--- config.mk ---
export PLATFORM = sky130hd
export DESIGN_NAME = barzilai_borwein_step_size_top_flat
export DESIGN_NICKNAME = d
export VERILOG_FILES = /design/src/sv/bbss_pkg.sv /design/src/sv/bbss_in_if.sv /design/src/sv/bbss_out_if.sv /design/src/sv/barzilai_borwein_step_size_top.sv /design/src/flat_wrapper.sv
export SDC_FILE = /design/constraint.sdc
export NUM_CORES = 2
export LEC_CHECK = 0
export BUFFER_PORTS_ARGS = -buffer_cell sky130_fd_sc_hd__clkbuf_2
export CAP_MARGIN = 15
export CORE_UTILIZATION = 59
export CTS_CLUSTER_DIAMETER = 150
export DETAILED_ROUTE_END_ITERATION = 10
export GPL_TIMING_DRIVEN = 1
export PLACE_DENSITY = 0.81
export SKIP_CTS_REPAIR_TIMING = 1
export SLEW_MARGIN = 20
export SYNTH_ARGS = -nofsm -noshare
export SYNTH_HDL_FRONTEND = slang
export SYNTH_SLANG_ARGS = --single-unit
--- constraint.sdc ---
create_clock -name clk -period 8.14 [get_ports clk]
set_input_delay 1.628 -clock clk [delete_from_list [all_inputs] [get_ports clk]]
set_output_delay 1.628 -clock clk [all_outputs]
set_load 0.01 [all_outputs]
--- src/sv/bbss_pkg.sv ---
`default_nettype none
package bbss_pkg;

  // input data width; only the low DATA_WIDTH bits of each field are used
  localparam int DATA_WIDTH = 32;

  localparam int FIELD_W = 32;
  localparam int ACC_W   = 64;
  localparam int FRAC_W  = 24;
  localparam int GAMMA_W = 32;
  localparam int GFRAC_W = 16;

  // difference magnitudes and the split multiplier operand
  localparam int MAG_W  = DATA_WIDTH + 1;
  localparam int LO_W   = (MAG_W + 1) / 2;
  localparam int HI_W   = MAG_W - LO_W;
  localparam int PP_W   = MAG_W + LO_W;
  localparam int PROD_W = 2 * MAG_W;
  localparam int TERM_W = PROD_W - FRAC_W;
  localparam int CNT_W  = $clog2(GAMMA_W);

  localparam logic [ACC_W-1:0]   ACC_MAX   = {1'b0, {(ACC_W-1){1'b1}}};
  localparam logic [ACC_W-1:0]   ACC_MIN   = {1'b1, {(ACC_W-1){1'b0}}};
  localparam logic [GAMMA_W-1:0] GAMMA_MAX = {GAMMA_W{1'b1}};

  typedef enum logic [2:0] {
    S_IDLE,
    S_MUL,
    S_ADD,
    S_ACC,
    S_CHK,
    S_OVF,
    S_DIV,
    S_DONE
  } state_t;

endpackage
`default_nettype wire

--- src/sv/bbss_in_if.sv ---
`default_nettype none
interface bbss_in_if;
  import bbss_pkg::*;

  logic                      valid;
  logic                      ready;
  logic signed [FIELD_W-1:0] x_prev;
  logic signed [FIELD_W-1:0] x_cur;
  logic signed [FIELD_W-1:0] grad_prev;
  logic signed [FIELD_W-1:0] grad_cur;
  logic                      last;

  modport source (output valid, x_prev, x_cur, grad_prev, grad_cur, last, input ready);
  modport sink (input valid, x_prev, x_cur, grad_prev, grad_cur, last, output ready);
endinterface
`default_nettype wire

--- src/sv/bbss_out_if.sv ---
`default_nettype none
interface bbss_out_if;
  import bbss_pkg::*;

  logic               valid;
  logic               ready;
  logic [GAMMA_W-1:0] gamma;
  logic               zero_denominator;
  logic               saturated;

  modport source (output valid, gamma, zero_denominator, saturated, input ready);
  modport sink (input valid, gamma, zero_denominator, saturated, output ready);
endinterface
`default_nettype wire

--- src/sv/barzilai_borwein_step_size_top.sv ---
// Barzilai-Borwein step size. Each transaction on points carries one grid point (previous and
// current model value and gradient, signed Q8.24). The block accumulates dx*dg and dg*dg in
// saturating 64-bit Q.24 sums and, on the point marked last, returns |sum dx*dg| / sum dg*dg as
// an unsigned Q16.16 gamma on result, then clears its sums. The four partial products of a
// point go through one shared 33x17 multiplier, so the block takes no new point until it has
// added the last partial product of the current one. A last point then goes through a
// magnitude step, an overflow compare and a 32-step restoring divider at one quotient bit per
// cycle, plus a load into the output register, which waits if an earlier result was not taken.
// A zero denominator skips the compare and the divider and a clipped gamma skips the divider.
// points.ready is high only while the block is idle.
`default_nettype none
module barzilai_borwein_step_size_top (
  input  wire          clk,
  input  wire          rst,
  bbss_in_if.sink      points,
  bbss_out_if.source   result
);
  import bbss_pkg::*;

  state_t state, state_next;
  logic [CNT_W-1:0] cnt;

  logic signed [ACC_W-1:0] num;
  logic signed [ACC_W-1:0] den;
  logic                    ovf;

  logic [MAG_W-1:0]  dx_mag;
  logic [MAG_W-1:0]  dg_mag;
  logic              prod_neg;
  logic              is_last;
  logic [PP_W-1:0]   pp;
  logic [PROD_W-1:0] prod;

  logic [ACC_W-1:0]   rem;
  logic [GAMMA_W-1:0] low_bits;
  logic [GAMMA_W-1:0] gam;
  logic               zd;
  logic               sat_r;

  logic               out_valid;
  logic [GAMMA_W-1:0] out_gamma;
  logic               out_zd;
  logic               out_sat;

  logic in_acc;
  logic done_ok;

  // differences of the sign-extended inputs
  logic signed [MAG_W-1:0] dx;
  logic signed [MAG_W-1:0] dg;

  always_comb begin
    dx = {points.x_cur[DATA_WIDTH-1], points.x_cur[DATA_WIDTH-1:0]}
       - {points.x_prev[DATA_WIDTH-1], points.x_prev[DATA_WIDTH-1:0]};
    dg = {points.grad_cur[DATA_WIDTH-1], points.grad_cur[DATA_WIDTH-1:0]}
       - {points.grad_prev[DATA_WIDTH-1], points.grad_prev[DATA_WIDTH-1:0]};
  end

  // shared multiplier: cnt[1] picks the product, cnt[0] the half of dg
  logic [MAG_W-1:0] mul_a;
  logic [LO_W-1:0]  mul_b;

  always_comb begin
    mul_a = cnt[1] ? dg_mag : dx_mag;
    mul_b = cnt[0] ? LO_W'({1'b0, dg_mag[MAG_W-1:LO_W]}) : dg_mag[LO_W-1:0];
  end

  // saturating accumulate of the Q.24 product
  logic [TERM_W-1:0] term_mag;
  logic [ACC_W-1:0]  term;
  logic [ACC_W-1:0]  acc_sel;
  logic [ACC_W-1:0]  acc_sum;
  logic              acc_wrap;
  logic [ACC_W-1:0]  acc_new;

  always_comb begin
    term_mag = prod[PROD_W-1:FRAC_W];
    term     = {{(ACC_W-TERM_W){1'b0}}, term_mag};
    if (prod_neg && !cnt[1]) begin
      term = ACC_W'(0) - term;
    end
    acc_sel  = cnt[1] ? den : num;
    acc_sum  = acc_sel + term;
    acc_wrap = (acc_sel[ACC_W-1] == term[ACC_W-1]) && (acc_sum[ACC_W-1] != acc_sel[ACC_W-1]);
    acc_new  = acc_wrap ? (acc_sel[ACC_W-1] ? ACC_MIN : ACC_MAX) : acc_sum;
  end

  // one restoring division step
  logic [ACC_W:0] trial;
  logic           take;
  logic [ACC_W:0] trial_diff;
  logic [ACC_W-1:0] num_mag;
  logic           den_zero;
  logic           q_big;

  always_comb begin
    trial      = {rem, low_bits[GAMMA_W-1]};
    take       = trial >= {1'b0, den};
    trial_diff = trial - {1'b0, den};
    num_mag    = num[ACC_W-1] ? (ACC_W'(0) - num) : num;
    den_zero   = (den == '0) || den[ACC_W-1];
    q_big      = rem >= den;
  end

  // next state
  always_comb begin
    state_next = state;
    case (state)
      S_IDLE: if (points.valid) state_next = S_MUL;
      S_MUL:  state_next = S_ADD;
      S_ADD:  state_next = cnt[0] ? S_ACC : S_MUL;
      S_ACC: begin
        if (!cnt[1]) state_next = S_MUL;
        else if (is_last) state_next = S_CHK;
        else state_next = S_IDLE;
      end
      S_CHK:  state_next = den_zero ? S_DONE : S_OVF;
      S_OVF:  state_next = q_big ? S_DONE : S_DIV;
      S_DIV:  if (cnt == CNT_W'(GAMMA_W - 1)) state_next = S_DONE;
      S_DONE: if (done_ok) state_next = S_IDLE;
      default: state_next = S_IDLE;
    endcase
  end

  // handshake outputs
  always_comb begin
    points.ready = (state == S_IDLE);
    in_acc       = points.valid && (state == S_IDLE);
    done_ok      = !out_valid || result.ready;
  end

  assign result.valid            = out_valid;
  assign result.gamma            = out_gamma;
  assign result.zero_denominator = out_zd;
  assign result.saturated        = out_sat;

  // control and accumulators
  always_ff @(posedge clk) begin
    if (rst) begin
      state     <= S_IDLE;
      cnt       <= '0;
      num       <= '0;
      den       <= '0;
      ovf       <= 1'b0;
      out_valid <= 1'b0;
    end else begin
      state <= state_next;
      if (state == S_DONE && done_ok) begin
        out_valid <= 1'b1;
      end else if (result.ready) begin
        out_valid <= 1'b0;
      end
      case (state)
        S_IDLE: if (in_acc) cnt <= '0;
        S_ADD:  if (!cnt[0]) cnt <= cnt + 1'b1;
        S_ACC: begin
          cnt <= cnt + 1'b1;
          if (cnt[1]) den <= acc_new;
          else num <= acc_new;
          if (acc_wrap) ovf <= 1'b1;
        end
        S_OVF:  cnt <= '0;
        S_DIV:  cnt <= cnt + 1'b1;
        S_DONE: begin
          if (done_ok) begin
            num       <= '0;
            den       <= '0;
            ovf       <= 1'b0;
          end
        end
        default: ;
      endcase
    end
  end

  // datapath registers
  always_ff @(posedge clk) begin
    case (state)
      S_IDLE: begin
        dx_mag   <= dx[MAG_W-1] ? (MAG_W'(0) - dx) : dx;
        dg_mag   <= dg[MAG_W-1] ? (MAG_W'(0) - dg) : dg;
        prod_neg <= dx[MAG_W-1] ^ dg[MAG_W-1];
        is_last  <= points.last;
      end
      S_MUL: pp <= PP_W'(mul_a * mul_b);
      S_ADD: prod <= cnt[0] ? (prod + PROD_W'({pp, {LO_W{1'b0}}})) : PROD_W'(pp);
      S_CHK: begin
        rem      <= {{GFRAC_W{1'b0}}, num_mag[ACC_W-1:GFRAC_W]};
        low_bits <= {num_mag[GFRAC_W-1:0], {(GAMMA_W-GFRAC_W){1'b0}}};
        sat_r    <= ovf;
        zd       <= den_zero;
        gam      <= GAMMA_MAX;
      end
      S_OVF: if (q_big) sat_r <= 1'b1;
      S_DIV: begin
        rem      <= take ? trial_diff[ACC_W-1:0] : trial[ACC_W-1:0];
        low_bits <= {low_bits[GAMMA_W-2:0], 1'b0};
        gam      <= {gam[GAMMA_W-2:0], take};
      end
      S_DONE: begin
        if (done_ok) begin
          out_gamma <= gam;
          out_zd    <= zd;
          out_sat   <= sat_r;
        end
      end
      default: ;
    endcase
  end

endmodule
`default_nettype wire

--- src/flat_wrapper.sv ---
// flat-port wrapper written by rule: the top's interface ports become plain ports
module barzilai_borwein_step_size_top_flat import bbss_pkg::*;
  (clk, rst, points_valid, points_x_prev, points_x_cur, points_grad_prev, points_grad_cur, points_last, points_ready, result_valid, result_gamma, result_zero_denominator, result_saturated, result_ready);
  bbss_in_if points_i ();
  bbss_out_if result_i ();
  input  wire clk;
  input  wire rst;
  input wire logic [$bits(points_i.valid)-1:0] points_valid;
  input wire logic [$bits(points_i.x_prev)-1:0] points_x_prev;
  input wire logic [$bits(points_i.x_cur)-1:0] points_x_cur;
  input wire logic [$bits(points_i.grad_prev)-1:0] points_grad_prev;
  input wire logic [$bits(points_i.grad_cur)-1:0] points_grad_cur;
  input wire logic [$bits(points_i.last)-1:0] points_last;
  output wire logic [$bits(points_i.ready)-1:0] points_ready;
  output wire logic [$bits(result_i.valid)-1:0] result_valid;
  output wire logic [$bits(result_i.gamma)-1:0] result_gamma;
  output wire logic [$bits(result_i.zero_denominator)-1:0] result_zero_denominator;
  output wire logic [$bits(result_i.saturated)-1:0] result_saturated;
  input wire logic [$bits(result_i.ready)-1:0] result_ready;
  assign points_i.valid = points_valid;
  assign points_i.x_prev = points_x_prev;
  assign points_i.x_cur = points_x_cur;
  assign points_i.grad_prev = points_grad_prev;
  assign points_i.grad_cur = points_grad_cur;
  assign points_i.last = points_last;
  assign points_ready = points_i.ready;
  assign result_valid = result_i.valid;
  assign result_gamma = result_i.gamma;
  assign result_zero_denominator = result_i.zero_denominator;
  assign result_saturated = result_i.saturated;
  assign result_i.ready = result_ready;
  barzilai_borwein_step_size_top u_core (.clk(clk), .rst(rst), .points(points_i), .result(result_i));
endmodule
==> results.txt <==
----------------------------------------------------
[Outcome]
  Run status ... finished clean

[Timing]
  Min cycle time layout ... 7.88 ns
  Share of the clock period used by the worst path after layout ... 96.8%
  Final Max Slew Viols ... 0
  Worst Clk Skew ... 0.0225 ns
  Highest Clock Rate ... 0.127 GHz
  Total negative slack ... 0 ns
  Worst slew margin relative to its limit ... 22.9%
  Slew at the pin closest to its max-slew limit ... 1.16 ns
  Final setup violation count ... 0
  Final count of hold timing violations ... 0
  Setup repair after global routing missed its margin ... no

[Detailed routing]
  Total detailed-routing wirelength ... 161 mm
  Number of DRC markers in iteration 0 ... 4,737
  Overall via count from detail_route ... 46,300
  First drt pass iteration count ... 7
  Post-detailed-route via-to-cell ratio ... 6.15
  Wire per inst ... 21.4 um
  Count of nets left with antenna violations after detail routing ... 0
  Number of DRC violations after detailed routing ... 0

[Worst setup path]
  Slowest cell on crit path ... fa_1
  Cell with the most instances on the worst path ... fa_1
  Origin of the worst setup path ... u_core.cnt[1]$_SDFFE_PP0P_
  Critical path's top delay family ... adder cells
  Register-to-register setup slack ... 0.26 ns
  Classification of the worst setup path ... register to register
  CP startpoint kind ... register
  Crit path arrival time ... 8.26 ns
  Highest fanout seen on the critical path ... 47
  FF-to-FF path depth ... 27
  Crit. End Element ... register
  Required time of the worst setup path ... 8.52 ns
  Critical register-to-register path startpoint ... u_core.cnt[1]$_SDFFE_PP0P_
  RR Endpoint ... u_core.pp[49]$_DFFE_PP_
  Slowest cell delay on critical path ... 0.54 ns
  Worst Path Buf+Inv ... 7

[Job]
  Max capacitance violation total ... 0

[Clock network]
  Worst-Skew Late Latency ... 0.65 ns
  Root cell of the clock tree ... clkbuf_16
  Clock edge transition at the registers on the reported setup and hold paths ... 0.06 ns
  Max Buffers Root-to-Sink ... 3
  Number of H-tree levels ... 2
  Clock sink total ... 453
  TritonCTS buffer count ... 51
  TritonCTS clock tree ... yes

[Finish]
  Number of nets in the layout ... 7,350
  Area growth from synthesis to layout ... 7.70%
  Total inserted antenna cells ... 0
  Area occupied by multi-input gates ... 0.0377 mm2
  FF+latch area ... 0.0122 mm2
  Filler cells ... 7,497
  Ratio of cells with drive above 1 in the final layout ... 9.52%

[Worst hold path]
  Instance count along the most critical hold path ... 0
  Endpoint of the worst hold path ... u_core.result.gamma[31]$_DFFE_PP_
  Hold Path Class ... register to register
  Launch point of the worst hold path ... u_core.gam[31]$_SDFFCE_PN1P_

[Yosys]
  Post-synth ARST share ... 0%
  Share of Yosys cell area claimed by the top area cell type ... 17.6%
  Mapped Avg Cell Area ... 8.62 um2
  Largest family of logic cells by synthesized area ... adder cells
  Largest cells by area after synthesis ... edfxtp_1 18%, fa_1 17%, ha_1 10%
  Area fraction in compound gates after synthesis ... 16.2%
  Top cells by count, synth ... 777 x inv_1, 755 x nand2_1, 536 x nor2_1
  Post-synthesis mux area share ... 4.04%
  Sequential cell area fraction in the yosys report ... 22.8%
  Flops & latches, synth ... 453
  Yosys warns ... 0
  Post-synthesis share of cell area spent on and, or, nand and nor gates ... 15.5%
  Post-synthesis cell area ... 0.0537 mm2
  Primary flip-flop cell chosen by synthesis mapping ... edfxtp_1
  Xor and xnor fraction of the mapped netlist area ... 6.67%
  Number of synthesized flops with an enable pin ... 315
  Count leader, synth ... inv_1
  Post-Syn Nets ... 7,263
  Unique masters post-synth ... 83
  Post-Synth Adder-Cell Area ... 27.6%
  Post-synth top area cell ... edfxtp_1
  Cells after synthesis ... 6,227

[GRT]
  Antenna violations before repair ... 1
  Global route overflow ... 0
  Global-route wire length before repair ... 252 mm
  Global-route usage over all layers ... 34.6%
  Largest net degree at the start of global routing ... 89
  Vias in the first global route ... 45,800

[Place]
  HPWL after detailed placement ... 129 mm
  Port Buffers ... 168
  RePlAce Congestion ... 1.00

[Die]
  Initial Utilization ... 59.6%
  Chip Height ... 304 um
  Area of the core region ... 0.0900 mm2
  Number of top-level pins ... 169
  Die area ... 0.0922 mm2
  Placement Rows ... 110
  Horizontal die dimension ... 304 um

----------------------------------------------------
-- cell type report --
type	count	share of cell area [%]
Clock buffer	66	2.45
Clock inverter	28	0.454
Inverter	777	5.05
Multi-Input combinational cell	4747	65.2
Sequential cell	453	21.2
Tap cell	1176	2.54
Timing Repair Buffer	284	3.15
-- placed cells by master, fill, tap and decap left out, drive strengths merged, types with 142 or more instances in the layout --
cell    netlist  routed
ha          434     434
nand2       755     755
o21ai       332     332
clkbuf      227     234
a21oi       425     425
inv         777     783
xor2        191     191
fa          469     469
a21o        184     184
mux2        142     142
xnor2       218     218
nor2        536     536
edfxtp      315     315
-- cell families after synthesis --
logic type | after synthesis
AOI/OAI and AO/OA | 1385
xor gates and xnor gates | 409
adders and majority gates | 903
buffers and inverters | 1027
DFF | 453
muxes | 199
and+or+nand+nor | 1851
-- sequential cells by signal, indices dropped and copies added (netlist names), 3 cells and up --
| name | cells |
|---|---|
| u_core.result.gamma | 32 |
| u_core.low_bits | 16 |
| u_core.rem | 64 |
| u_core.pp | 50 |
| u_core.dx_mag | 33 |
| u_core.den | 64 |
| u_core.prod | 49 |
| u_core.state | 3 |
| u_core.dg_mag | 33 |
| u_core.gam | 32 |
| u_core.cnt | 5 |
| u_core.num | 64 |
-- worst max-delay path by stage --
stage | slack (ns) | end | cells after the start
after floorplan | 0.11 | u_core.pp[48]$_DFFE_PP_ | 26
after global placement | 0.30 | u_core.pp[47]$_DFFE_PP_ | 26
after detailed placement | 0.18 | u_core.pp[47]$_DFFE_PP_ | 26
after CTS | 0.15 | u_core.pp[47]$_DFFE_PP_ | 26
after global routing | 0.02 | u_core.pp[47]$_DFFE_PP_ | 27
final | 0.26 | u_core.pp[49]$_DFFE_PP_ | 27
-- stage by stage --
step                instances  hold slack (ns)  area [um2]  setup WS (ns)  util (%)
floorplan                6227            0.400       53700          0.113         -
global placement         7436            0.407       56100          0.298      62.3
detailed placement       7436            0.405       56100          0.178      62.3
CTS                      7530            0.418       57800          0.154      64.2
global route             7531            0.428       57800         0.0222      64.2
finish                   7531            0.417       57800          0.260      64.2
-- metal layers --
layer | vias to the layer above | routed length, um | share of wire (%) | track usage (%)
li1 | 21400 | - | - | -
met1 | 22200 | 61400 | 38 | 41.9
met2 | 2227 | 75100 | 47 | 57.2
met3 | 526 | 12100 | 7.5 | 4.84
met4 | 2 | 12600 | 7.8 | 23.9
met5 | - | 13 | 0.0081 | 0
Power is left out: the tool's default activity adds up to more than one toggle a clock period on the data nets, which glitch-free logic cannot reach.
